**config.mk**
```make
export PLATFORM = sky130hd
export DESIGN_NAME = rgbnv_raster
export DESIGN_NICKNAME = d
export VERILOG_FILES = /design/src/rtl/rgbnv_pkg.sv /design/src/rtl/rgbnv_raster.sv
export SDC_FILE = /design/constraint.sdc
export NUM_CORES = 1
export LEC_CHECK = 0
export BUFFER_PORTS_ARGS = -buffer_cell sky130_fd_sc_hd__buf_2
export CORE_MARGIN = 2
export CORE_UTILIZATION = 30
export CTS_CLUSTER_DIAMETER = 60
export DETAILED_ROUTE_END_ITERATION = 16
export GPL_TIMING_DRIVEN = 0
export PLACE_DENSITY = 0.52
export SYNTH_ARGS = -nofsm -noshare
export SYNTH_HDL_FRONTEND = slang
export SYNTH_SLANG_ARGS = --single-unit
```
**constraint.sdc**
```tcl
create_clock -name clk -period 3.3 [get_ports clk]
set_input_delay 0.66 -clock clk [delete_from_list [all_inputs] [get_ports clk]]
set_output_delay 0.66 -clock clk [all_outputs]
set_load 0.02 [all_outputs]
```
**src/rtl/rgbnv_pkg.sv**
```systemverilog
// ----------------------------------------------------------------------------
// rgbnv_pkg
// shared types, constants and color math for the rgb to nv12 converter
// ----------------------------------------------------------------------------
package rgbnv_pkg;

  localparam int MAX_WIDTH_DEF  = 2048;
  localparam int MAX_HEIGHT_DEF = 2048;

  localparam int CHAN_W      = 8;
  localparam int SIZE_W      = 12;
  localparam int PAIR_W      = 9;
  localparam int STORE_W     = 2 * PAIR_W;
  localparam int CFG_INDEX_W = 2;

  localparam logic [SIZE_W-1:0] FRAME_SIZE_RESET = SIZE_W'(2048);

  // register indexes
  localparam logic [CFG_INDEX_W-1:0] REG_BYTE_ORDER   = CFG_INDEX_W'(0);
  localparam logic [CFG_INDEX_W-1:0] REG_FRAME_WIDTH  = CFG_INDEX_W'(1);
  localparam logic [CFG_INDEX_W-1:0] REG_FRAME_HEIGHT = CFG_INDEX_W'(2);

  // position flags of one pixel in the raster
  typedef struct packed {
    logic odd_col;
    logic odd_row;
    logic last;
  } raster_info_t;

  // bt.709 limited range, 8-bit fixed-point weights; sums never leave 0..65535
  function automatic logic [CHAN_W-1:0] luma_of(input logic [CHAN_W-1:0] r,
                                                input logic [CHAN_W-1:0] g,
                                                input logic [CHAN_W-1:0] b);
    logic [15:0] acc;
    begin
      acc = 16'd47 * 16'(r) + 16'd157 * 16'(g) + 16'd16 * 16'(b) + 16'd128;
      return CHAN_W'(16) + acc[15:8];
    end
  endfunction

  // 32896 = 128 rounding plus 128 << 8 offset
  function automatic logic [CHAN_W-1:0] cb_of(input logic [CHAN_W-1:0] r,
                                              input logic [CHAN_W-1:0] g,
                                              input logic [CHAN_W-1:0] b);
    logic [15:0] acc;
    begin
      acc = 16'd32896 + 16'd112 * 16'(b) - 16'd26 * 16'(r) - 16'd87 * 16'(g);
      return acc[15:8];
    end
  endfunction

  function automatic logic [CHAN_W-1:0] cr_of(input logic [CHAN_W-1:0] r,
                                              input logic [CHAN_W-1:0] g,
                                              input logic [CHAN_W-1:0] b);
    logic [15:0] acc;
    begin
      acc = 16'd32896 + 16'd112 * 16'(r) - 16'd102 * 16'(g) - 16'd10 * 16'(b);
      return acc[15:8];
    end
  endfunction

endpackage

```
**src/rtl/rgbnv_raster.sv**
```systemverilog
// ----------------------------------------------------------------------------
// rgbnv_raster
// column and row counters with clamped even frame size
// ----------------------------------------------------------------------------
module rgbnv_raster #(
  parameter int MAX_WIDTH  = rgbnv_pkg::MAX_WIDTH_DEF,
  parameter int MAX_HEIGHT = rgbnv_pkg::MAX_HEIGHT_DEF,
  parameter int AW         = 10
) (
  input  logic                             clk,
  input  logic                             rst,
  input  logic                             advance,
  input  logic [rgbnv_pkg::SIZE_W-1:0]     frame_width,
  input  logic [rgbnv_pkg::SIZE_W-1:0]     frame_height,
  output logic [AW-1:0]                    pair_index,
  output rgbnv_pkg::raster_info_t          info
);

  localparam int XW  = $clog2(MAX_WIDTH);
  localparam int YW  = $clog2(MAX_HEIGHT);
  localparam int XEW = ($clog2(MAX_WIDTH + 1) > rgbnv_pkg::SIZE_W) ?
                       $clog2(MAX_WIDTH + 1) : rgbnv_pkg::SIZE_W;
  localparam int YEW = ($clog2(MAX_HEIGHT + 1) > rgbnv_pkg::SIZE_W) ?
                       $clog2(MAX_HEIGHT + 1) : rgbnv_pkg::SIZE_W;

  logic [XW-1:0]  column_count;
  logic [YW-1:0]  row_count;
  logic [XEW-1:0] width_eff;
  logic [YEW-1:0] height_eff;
  logic [XEW-1:0] column_plus;
  logic [YEW-1:0] row_plus;
  logic           column_last;
  logic           row_last;

  // clamp to 2..max and force even
  always_comb begin
    width_eff = XEW'(frame_width);
    if (width_eff > XEW'(MAX_WIDTH)) begin
      width_eff = XEW'(MAX_WIDTH);
    end
    if (width_eff < XEW'(2)) begin
      width_eff = XEW'(2);
    end
    width_eff[0] = 1'b0;

    height_eff = YEW'(frame_height);
    if (height_eff > YEW'(MAX_HEIGHT)) begin
      height_eff = YEW'(MAX_HEIGHT);
    end
    if (height_eff < YEW'(2)) begin
      height_eff = YEW'(2);
    end
    height_eff[0] = 1'b0;
  end

  assign column_plus = XEW'(column_count) + XEW'(1);
  assign row_plus    = YEW'(row_count) + YEW'(1);
  assign column_last = column_plus >= width_eff;
  assign row_last    = row_plus >= height_eff;

  assign pair_index   = AW'(column_count >> 1);
  assign info.odd_col = column_count[0];
  assign info.odd_row = row_count[0];
  assign info.last    = column_last && row_last;

  always_ff @(posedge clk) begin
    if (rst) begin
      column_count <= '0;
      row_count    <= '0;
    end else if (advance) begin
      if (column_last) begin
        column_count <= '0;
        row_count    <= row_last ? '0 : YW'(row_plus);
      end else begin
        column_count <= XW'(column_plus);
      end
    end
  end

endmodule

```
Yosys cells after proc, flatten, opt, wreduce, memory -nomap -nowiden
Cells that the tools add are included.
Widths: inputs -> output; s select.
{"block": "totals", "reg_bits": 22, "in_bits": 27, "output_inout_bits": 13, "elab_cells": 18}
{"block": "op_classes", "n_addsub": 2, "order_cmp": 6, "muxes": 6, "n_reduce_logical": 2}
{"cell": "$mux 12", "count": 4}
{"cell": "$add 11x1->12 const B", "count": 2}
{"cell": "$ge 12x12->1", "count": 2}
{"cell": "$gt 12x12->1 const B", "count": 2}
{"cell": "$lt 12x2->1 const B", "count": 2}
{"cell": "$mux 11", "count": 2}
{"cell": "$reduce_and 2->1", "count": 1}
{"cell": "$logic_and 1x1->1", "count": 1}

Depth between registers and ports, before layout
Gate-level depths: netlist of the first run.
{"block": "depth", "word_depth": 6, "ltp_mapped": 14, "ltp_nobuf": 13}

Worst setup path after synthesis of the first run
No wires, ideal clock.
{"block": "synth_path", "path_kind": "register to output", "from": "reg row_count[0]", "to": "out info[0] (netlist name)", "arrival_time_ns": 2.656, "required_time_ns": 2.640, "path_slack_ns": -0.016, "stages_incl_launch_ff": 13, "path_buffers": 2, "cell_sequence": "dfxtp_1 > ha_1 > and3_1 > and3_1 > buf_2 > nand3_1 > xnor2_1 > ha_1 > nand4_1 > a2111oi_4 > nor2_1 > buf_6 > a21oi_1"}
{"item": "start, declared", "line": "rgbnv_raster.sv:27", "rtl": "logic [YW-1:0] row_count;"}
{"item": "start signal, assigned", "line": "rgbnv_raster.sv:73", "rtl": "row_count <= row_last ? '0 : YW'(row_plus);"}
{"item": "end, declared", "line": "rgbnv_raster.sv:16", "rtl": "output rgbnv_pkg::raster_info_t info"}

==> impl_metrics.toml, run 1 <==
[die]
die_x_um = 85.2
chipHeight_um = 85.2
initial_utilization_pct = 31.1
core_area_sq_um = 6350
num_rows = 29
die_area_sq_um = 7250
ios = 40

[clock_network]
clkTransAtPathRegs_ns = 0.09
cts_tree = "yes"
hold_buffers = 0
htreeDepth = 1
clk_path_buf_depth = 2
cts-root-buf = "clkbuf_8"
cts_buffers = 3
clk_latency_ns = 0.27
cts_sinks = 22

[critical_path]
cp_slowest_cell = "dfxtp_4"
r2r_cells = 14
path_depth = 13
path_class = "reg -> out"
cpPeakStageDelay_ns = 0.38
worstPathArrival_ns = 2.71
end_kind = "output port"
cp.required_ns = 2.64
path_cells = "ha_4, and3_4, and3_4, nand3_4, xnor2_2, ha_1, nand4_1, nor2_1, a211o_1, nor2_2, buf_6, a21oi_2, buf_6"
cp_top_family = "simple AND/OR/NAND/NOR gates"
crit_path_start_kind = "register"
cp_num_buf_inv = 2
cp_max_fo = 4

[drt]
wl_um = 4930
num_vias = 1913
drt-initial-drc-count = 59
dr.pass1.iters = 4
drc = 0
drt-vias-per-instance = 5.02
routedWlPerCell_um = 12.9
detail-route-antenna-nets = 0

[timing]
maxSlewViolCount = 0
fin_skew_ns = 0.0132
slew_headroom_pct = 61.8
tightest_slew_ns = 0.572
finalCritPeriodShare_pct = 102
holdWs_ns = 0.508
min_period_ns = 3.37
max_freq_mhz = 297
setup_viol = 1
setup_ws_ns = -0.0653
report.final.hold_viol_count = 0
tns_ns = -0.0653
rsz0062_at_grt = "yes"

[finish]
finalNetCount = 356
fin_util_pct = 43.1
num_antenna_cells = 0
area_growth_pct = 38.4
num-fill-cells = 632
drive_gt1_share_pct = 38.5

[global_route]
grt_max_degree = 13
grt_first_pass_wirelength_um = 7900
antenna_found_initial = 0
gr-usage-all-layers_pct = 12.9
grt_pass1_vias = 1748
overflow = 0

[synth]
ys_warn_count = 0
synth_top_area_cell = "dfxtp_1"
synth_common_cells = "36 x nand2_1, 24 x ha_1, 22 x dfxtp_1, 18 x a21oi_1"
synth-async-reset-ratio_pct = 0
synth_area_leaders = "dfxtp_1 22%, ha_1 15%, xor2_1 7.1%"
synthDistinctLibCells = 43
netlist_area_sq_um = 1980
yosysSeqAreaShare_pct = 22.3
ys_ff_latch = 22
syn_inst = 241
synthFlopType = "dfxtp_1"
synth_edf_count = 0
synth.most_common_cell = "nand2_1"
synth.avg_cell_area_sq_um = 8.20
synth_nets = 292
synth_top_area_share_pct = 22.3

[worst_hold_path]
holdCritPathClass = "reg -> reg"
hold_path_depth = 2

[status]
violations = "setup timing"
status = "finished, violations left"

[run]
cap_violations = 0

[power_and_ir_drop]
powerDensity_nw_per_um2 = 214
leakage_nw = 1.23
irDropWorstVdd_mv = 0.269

[place]
globalplace.congestion = 0.747
io_buffers = 39
dpl.hpwl_um = 3510
==> through the flow <==
step                std cells  cell area (sq um)  setup WS, ns  total power [mW]
CTS                       375               2530        -0.185             0.580
global placement          357               2270        -0.468             0.377
floorplan                 241               1980        0.0889             0.340
detailed placement        357               2270        -0.389             0.378
global route              381               2740        -0.177             0.614
finish                    381               2740       -0.0653             0.585
==> cell families after synthesis <==
family                   count (synthesis)  share of synthesized area [%]
AO/OA/AOI/OAI                           45                           18.6
XOR/XNOR                                25                           11.1
adder cells (fa/ha/maj)                 24                           15.2
buffers and inverters                   20                           4.81
flip-flops                              22                           22.3
multiplexers                             1                          0.506
AND/OR/NAND/NOR                        104                           27.5
==> registers in the layout (all words and copies together), names as in the netlist <==
signal / flops
column_count: 11
row_count: 11
==> where the power goes <==
part / leakage, nW / switching, mW / internal (mW)
Combinational: 1.02 / 0.0646 / 0.0503
Sequential: 0.183 / 0.00621 / 0.266
Clock: 0.0288 / 0.0907 / 0.106
==> cell type report <==
| class | count | area [sq um] | share of cell area [%] |
|---|---|---|---|
| buffer | 5 | 37.5 | 1.37 |
| clock buffer | 4 | 55.1 | 2.01 |
| inverter | 14 | 52.6 | 1.92 |
| multi-input combinational | 199 | 1650 | 60.2 |
| sequential | 22 | 464 | 17.0 |
| tap | 77 | 96.3 | 3.52 |
| timing repair buffer | 60 | 384 | 14.0 |
==> layer usage <==
metal	part of all wire, %	wire [um]	GRT usage, %	up-vias
li1	-	-	-	984
met1	50	2460	18.2	901
met2	46	2290	21.3	26
met3	3.3	163	2.43	2
met4	0.26	13	1.30	0
met5	0	0	0	-
==> placed cells by master (no fill, tap or decap), types with 3 or more instances in the layout <==
| master | netlist | layout |
|---|---|---|
| and3_4 | 2 | 6 |
| dfxtp_2 | 0 | 4 |
| ha_4 | 0 | 3 |
| nor3_1 | 3 | 3 |
| nand3_2 | 2 | 5 |
| nand3_1 | 14 | 9 |
| or3_1 | 4 | 4 |
| a31o_1 | 3 | 3 |
| and3_1 | 9 | 5 |
| nor2_1 | 16 | 13 |
| ha_1 | 24 | 21 |
| xnor2_1 | 9 | 6 |
| a21oi_1 | 18 | 16 |
| buf_2 | 1 | 34 |
| a21oi_2 | 2 | 4 |
| o21ai_0 | 4 | 3 |
| nand3_4 | 1 | 3 |
| dfxtp_1 | 22 | 13 |
| o21ai_1 | 3 | 3 |
| a21o_1 | 3 | 3 |
| nand2_1 | 36 | 36 |
| clkbuf_8 | 0 | 4 |
| xor2_1 | 16 | 15 |
| nand4_1 | 4 | 4 |
| inv_1 | 12 | 12 |
| dfxtp_4 | 0 | 5 |
| buf_4 | 1 | 22 |
| buf_6 | 2 | 7 |
==> worst paths after layout <==
kind | startpoint | endpoint | slack, ns
setup / recovery | row_count[1]$_SDFFE_PP0P_ | info[0] | -0.07
hold / removal | row_count[1]$_SDFFE_PP0P_ | row_count[1]$_SDFFE_PP0P_ | 0.51
setup reg to reg | column_count[1]$_SDFFE_PP0P_ | row_count[7]$_SDFFE_PP0P_ | 0.28
hold reg to reg | row_count[1]$_SDFFE_PP0P_ | row_count[1]$_SDFFE_PP0P_ | 0.51
==> worst min-delay path: stages (launching register included) <==
cell and delay [ns]:
dfxtp_4 0.37, nand2_1 0.06, a21oi_1 0.05
==> timing repair <==
item / CTS / global route
resized for setup: 28 / 33
pin swaps: 9 / 24
setup buffers: 14 / 7
setup endpoints to repair: 1 / 18
No activity file was read; power rests on OpenSTA's default activity.
==> run 2: changes to the inputs <==
--- a/config.mk
+++ b/config.mk
@@ -11,7 +11,7 @@
 export CTS_CLUSTER_DIAMETER = 60
 export DETAILED_ROUTE_END_ITERATION = 16
 export GPL_TIMING_DRIVEN = 0
-export PLACE_DENSITY = 0.52
+export PLACE_DENSITY = 0.5
 export SYNTH_ARGS = -nofsm -noshare
 export SYNTH_HDL_FRONTEND = slang
 export SYNTH_SLANG_ARGS = --single-unit
==> constraint.sdc (replaced) <==
create_clock -name clk -period 4.1 [get_ports clk]
set_input_delay 0.82 -clock clk [delete_from_list [all_inputs] [get_ports clk]]
set_output_delay 0.82 -clock clk [all_outputs]
set_load 0.02 [all_outputs]
==> impl_metrics.toml, run 2 (synthesis results as in run 1) <==
[critical_path]
timing.rr.end = "row_count[9]$_SDFFE_PP0P_"
path_class = "reg -> out"
path_cells = "ha_2, and3_1, and3_1, buf_2, nand3_1, xnor2_2, ha_1, nand4_1, a2111oi_4, buf_4, nor2_4, buf_6, a21oi_1, buf_2"
cp_top_family = "simple AND/OR/NAND/NOR gates"
r2r_slack_ns = 0.94
cp_max_fo = 7
crit_path_start_kind = "register"
cp_num_buf_inv = 4
cp_slowest_cell = "dfxtp_4"
cpPeakStageDelay_ns = 0.39
cp.required_ns = 3.28
r2r_cells = 13
timing.rr.start = "column_count[1]$_SDFFE_PP0P_"
end_kind = "output port"
worstPathArrival_ns = 3.12
crit_start = "row_count[0]$_SDFFE_PP0P_"

[finish]
layout_common_cells = "40 x buf_2, 36 x nand2_1, 23 x ha_1, 18 x a21oi_1, 18 x dfxtp_1"
area_growth_pct = 22.2
drive_gt1_share_pct = 27.7
finalNetCount = 341
fin_util_pct = 38.0
num_antenna_cells = 0
final_common_cell = "buf_2"
final_cell_area_sq_um = 2410
largestRegisters = "column_count (11), row_count (11)"

[timing]
finalCritPeriodShare_pct = 96.1
tightest_slew_ns = 0.543
report.final.hold_viol_count = 0
fin_skew_ns = 0.00167
setup_viol = 0
max_freq_mhz = 254
slew_headroom_pct = 63.8
min_period_ns = 3.94
setup_ws_ns = 0.160
maxSlewViolCount = 0

[status]
status = "completed"

[place]
io_buffers = 39
place_ws_ns = 0.0533
globalplace.congestion = 0.780
dpl.hpwl_um = 3630
place_area_sq_um = 2270

[die]
chipHeight_um = 85.2
die_area_sq_um = 7250
core_area_sq_um = 6350
die_x_um = 85.2
ios = 40
num_rows = 29
initial_utilization_pct = 31.1

[worst_hold_path]
min_to = "row_count[1]$_SDFFE_PP0P_"
hold_path_depth = 2
hp-start = "row_count[1]$_SDFFE_PP0P_"
holdCritPathClass = "reg -> reg"

[clock_network]
cts_tree = "yes"
clk_latency_ns = 0.26
htreeDepth = 1
hold_buffers = 0
cts_sinks = 22
clkTransAtPathRegs_ns = 0.08
clk_path_buf_depth = 2
cts-root-buf = "clkbuf_8"
cts_buffers = 3

[global_route]
grt_max_degree = 13
grt_first_pass_wirelength_um = 8030
grt_pass1_vias = 1725
gr-usage-all-layers_pct = 13.4
overflow = 0
antenna_found_initial = 0

[run]
cap_violations = 0

[drt]
drt-vias-per-instance = 4.95
num_vias = 1811
dr.pass1.iters = 4
detail-route-antenna-nets = 0
wl_um = 4690
drc = 0
drt-initial-drc-count = 84
routedWlPerCell_um = 12.8

[power_and_ir_drop]
irDropWorstVdd_mv = 0.174
finalPower_mw = 0.462
powerDensity_nw_per_um2 = 191
leakage_nw = 1.12
==> run 2: routing by layer <==
metal	routed length (um)	vias up	share of wire, %	GRT usage (%)
li1	-	956	-	-
met1	2520	829	54	20.1
met2	2030	24	43	20.5
met3	125	2	2.7	2.63
met4	16	0	0.34	1.73
met5	0	-	0	0
==> run 2: through the flow <==
stage | hold WS, ns | setup TNS (ns) | instances
global route | 0.509 | -0.0149 | 366
detailed placement | 0.475 | 0 | 357
finish | 0.484 | 0 | 366
floorplan | 0.453 | 0 | 241
global placement | 0.467 | 0 | 357
CTS | 0.487 | 0 | 361
==> run 2: worst max-delay path by stage <==
stage,slack [ns],cells past startpoint,to
5_1_grt,-0.01,14,info[0]
2_1_floorplan,0.53,10,info[0]
4_1_cts,0.05,14,info[0]
3_3_place_gp,0.02,13,info[0]
3_5_place_dp,0.05,13,info[0]
6_report,0.16,14,info[0]
==> run 2: cell type report <==
cell class              count  area (sq um)
fillers                   665          3940
well taps                  77          96.3
inverters                  14          52.6
plain buffers               6          42.5
clock buffers               4          55.1
multi-input cells         199          1490
repair buffers             44           233
flip-flops and latches     22           448
==> run 2: power breakdown <==
group	switching (mW)	internal [mW]	leakage (nW)
Clock	0.0738	0.0857	0.0288
Sequential	0.00461	0.216	0.180
Combinational	0.0487	0.0335	0.912
==> run 2: timing repair <==
action                     in CTS  in global routing
resized for setup               2                 12
pin swaps                       0                  2
setup endpoints to repair       1                  1
buffers inserted                0                  5
==> run 2: worst min-delay path: stages, from the launching register on <==
cell     delay, ns
dfxtp_2       0.35
nand2_1       0.05
a21oi_1       0.05
==> run 3: changes to the inputs <==
--- a/config.mk
+++ b/config.mk
@@ -5,13 +5,14 @@
 export SDC_FILE = /design/constraint.sdc
 export NUM_CORES = 1
 export LEC_CHECK = 0
+export ABC_AREA = 1
 export BUFFER_PORTS_ARGS = -buffer_cell sky130_fd_sc_hd__buf_2
 export CORE_MARGIN = 2
 export CORE_UTILIZATION = 30
 export CTS_CLUSTER_DIAMETER = 60
 export DETAILED_ROUTE_END_ITERATION = 16
 export GPL_TIMING_DRIVEN = 0
-export PLACE_DENSITY = 0.5
+export PLACE_DENSITY = 0.49
 export SYNTH_ARGS = -nofsm -noshare
 export SYNTH_HDL_FRONTEND = slang
 export SYNTH_SLANG_ARGS = --single-unit
==> impl_metrics.toml, run 3 <==
[synth]
synthFlopType = "dfxtp_1"
synth_top_area_cell = "dfxtp_1"
synth_nets = 384
synth_common_cells = "103 x nand2_1, 46 x inv_1, 28 x nand3_1, 27 x nor2_1, 24 x ha_1"
ys_warn_count = 0
synthDistinctLibCells = 31
synth_edf_count = 0
synth.most_common_cell = "nand2_1"
netlist_area_sq_um = 2100
ys_ff_latch = 22
syn_inst = 333
synth_area_leaders = "dfxtp_1 21%, nand2_1 18%, ha_1 14%"
synth_top_area_share_pct = 20.9
synth-async-reset-ratio_pct = 0
yosysSeqAreaShare_pct = 20.9
synth.avg_cell_area_sq_um = 6.32

[global_route]
grt_max_degree = 14
overflow = 0
grt_first_pass_wirelength_um = 8270
gr-usage-all-layers_pct = 13.5
antenna_found_initial = 0
grt_pass1_vias = 1744

[clock_network]
cts_sinks = 22
clk_path_buf_depth = 2
cts_resized = 0
hold_buffers = 0
clkTransAtPathRegs_ns = 0.10
post-cts-setup-buffer-count = 0
cts_buffers = 3
htreeDepth = 1
cts_tree = "yes"
clk_latency_ns = 0.27
cts-root-buf = "clkbuf_8"

[finish]
fin_util_pct = 36.6
finalNetCount = 427
drive_gt1_share_pct = 17.6
final_common_cell = "nand2_1"
area_growth_pct = 18.1
num-fill-cells = 753
multiInputGateArea_sq_um = 1460
largestRegisters = "column_count (11), row_count (11)"
layout_common_cells = "103 x nand2_1, 46 x inv_1, 40 x buf_2, 28 x nand3_1, 27 x nor2_1"
seq_area_sq_um = 440
num_antenna_cells = 0

[critical_path]
path_class = "in -> out"
crit_path_start_kind = "input port"
crit_top_cell = "nand2_1"
cp_max_fo = 9
cp.required_ns = 3.28
worstPathArrival_ns = 2.92
cpPeakStageDelay_ns = 0.40
path_cells = "buf_2, nor3_1, and3_1, nand2_1, nand2_1, nand2_1, ha_1, a21oi_1, nand2_1, a21oi_2, a21oi_1, buf_2"
cp_slowest_cell = "a21oi_2"
end_kind = "output port"

[worst_hold_path]
holdCritPathClass = "reg -> reg"

[drt]
routedWlPerCell_um = 10.8
detail-route-antenna-nets = 0
drt-initial-drc-count = 59
drt-vias-per-instance = 4.46
routed-wl-met2_um = 2140
wl_met1_um = 2790
dr.pass1.iters = 4
num_vias = 2101
wl_um = 5090
dr.max_layer_used = "met4"
drc = 0
wl_met3_um = 127

[place]
globalplace.congestion = 0.803
io_buffers = 38
dpl.hpwl_um = 4260

[timing]
tightest_slew_ns = 0.505
fin_skew_ns = 0.0174
tns_ns = 0
min_period_ns = 3.74
maxSlewViolCount = 0
rsz0062_at_grt = "no"
holdWs_ns = 0.492
max_freq_mhz = 267
report.final.hold_viol_count = 0
slew_headroom_pct = 66.3
finalCritPeriodShare_pct = 91.3
setup_viol = 0

[die]
initial_utilization_pct = 31.0
die_area_sq_um = 7700
chipHeight_um = 87.8
num_rows = 30
core_area_sq_um = 6790
die_x_um = 87.8
ios = 40

[power_and_ir_drop]
irDropWorstVdd_mv = 0.118
powerDensity_nw_per_um2 = 227
leakage_nw = 1.32

[run]
cap_violations = 0

[status]
status = "completed"
## run 3: cell count changes after synthesis, moves of 6 or more
cell and delta:
nand2_1 +67, inv_1 +34, nand3_1 +14, nor2_1 +11, and3_1 -8, xnor2_1 -8
xor2_1 -8, o21ai_1 +6
## run 3: where the power goes
part	switching [mW]	internal, mW	total [mW]
clock network	0.0777	0.131	0.208
registers	0.00963	0.221	0.231
logic	0.0773	0.0474	0.125
## run 3: through the flow
| stage | cell area (sq um) | power [mW] | setup WS, ns | cells |
|---|---|---|---|---|
| 6_report | 2490 | 0.564 | 0.356 | 471 |
| 5_1_grt | 2490 | 0.602 | 0.135 | 471 |
| 4_1_cts | 2490 | 0.572 | 0.358 | 471 |
| 3_5_place_dp | 2410 | 0.362 | 0.360 | 467 |
| 3_3_place_gp | 2410 | 0.361 | 0.370 | 467 |
| 2_1_floorplan | 2100 | 0.318 | 0.812 | 333 |
## run 3: critical path, delay by kind of cell
family                   cells  cell delay [ns]
AO/OA/AOI/OAI                3             0.69
adder cells (fa/ha/maj)      1             0.32
buffers and inverters        2             0.29
AND/OR/NAND/NOR              6             0.79
## run 3: layout make-up
type                       instances  share of cell area [%]
buffer                             5                    1.16
inverter                          47                    7.10
timing repair buffer              38                    7.65
multi-input combinational        259                    58.7
clock inverter                     1                    1.21
tap                               96                    4.83
clock buffer                       3                    1.66
sequential                        22                    17.7
## run 3: kinds of logic after synthesis
group,share of synthesized area [%]
and+or+nand+nor,40.7
buffers and inverters,9.75
AOI/OAI and AO/OA,8.09
adders and majority gates,14.3
DFF,20.9
xor gates and xnor gates,5.29
muxes,0.951
## run 3: worst paths after layout
check,slack (ns),endpoint,from,cells past startpoint
hold reg to reg,0.49,row_count[9]$_SDFFE_PP0P_,row_count[9]$_SDFFE_PP0P_,2
setup / recovery,0.36,info[0],frame_height[6],12
hold / removal,0.49,row_count[9]$_SDFFE_PP0P_,row_count[9]$_SDFFE_PP0P_,2
setup reg to reg,1.56,row_count[6]$_SDFFE_PP0P_,row_count[0]$_SDFFE_PP0P_,14
## run 3: routing by layer
| layer | GRT usage [%] | up-vias |
|---|---|---|
| met4 | 2.94 | 0 |
| met2 | 20.2 | 25 |
| li1 | - | 1165 |
| met1 | 20.8 | 907 |
| met5 | 0 | - |
| met3 | 1.41 | 4 |
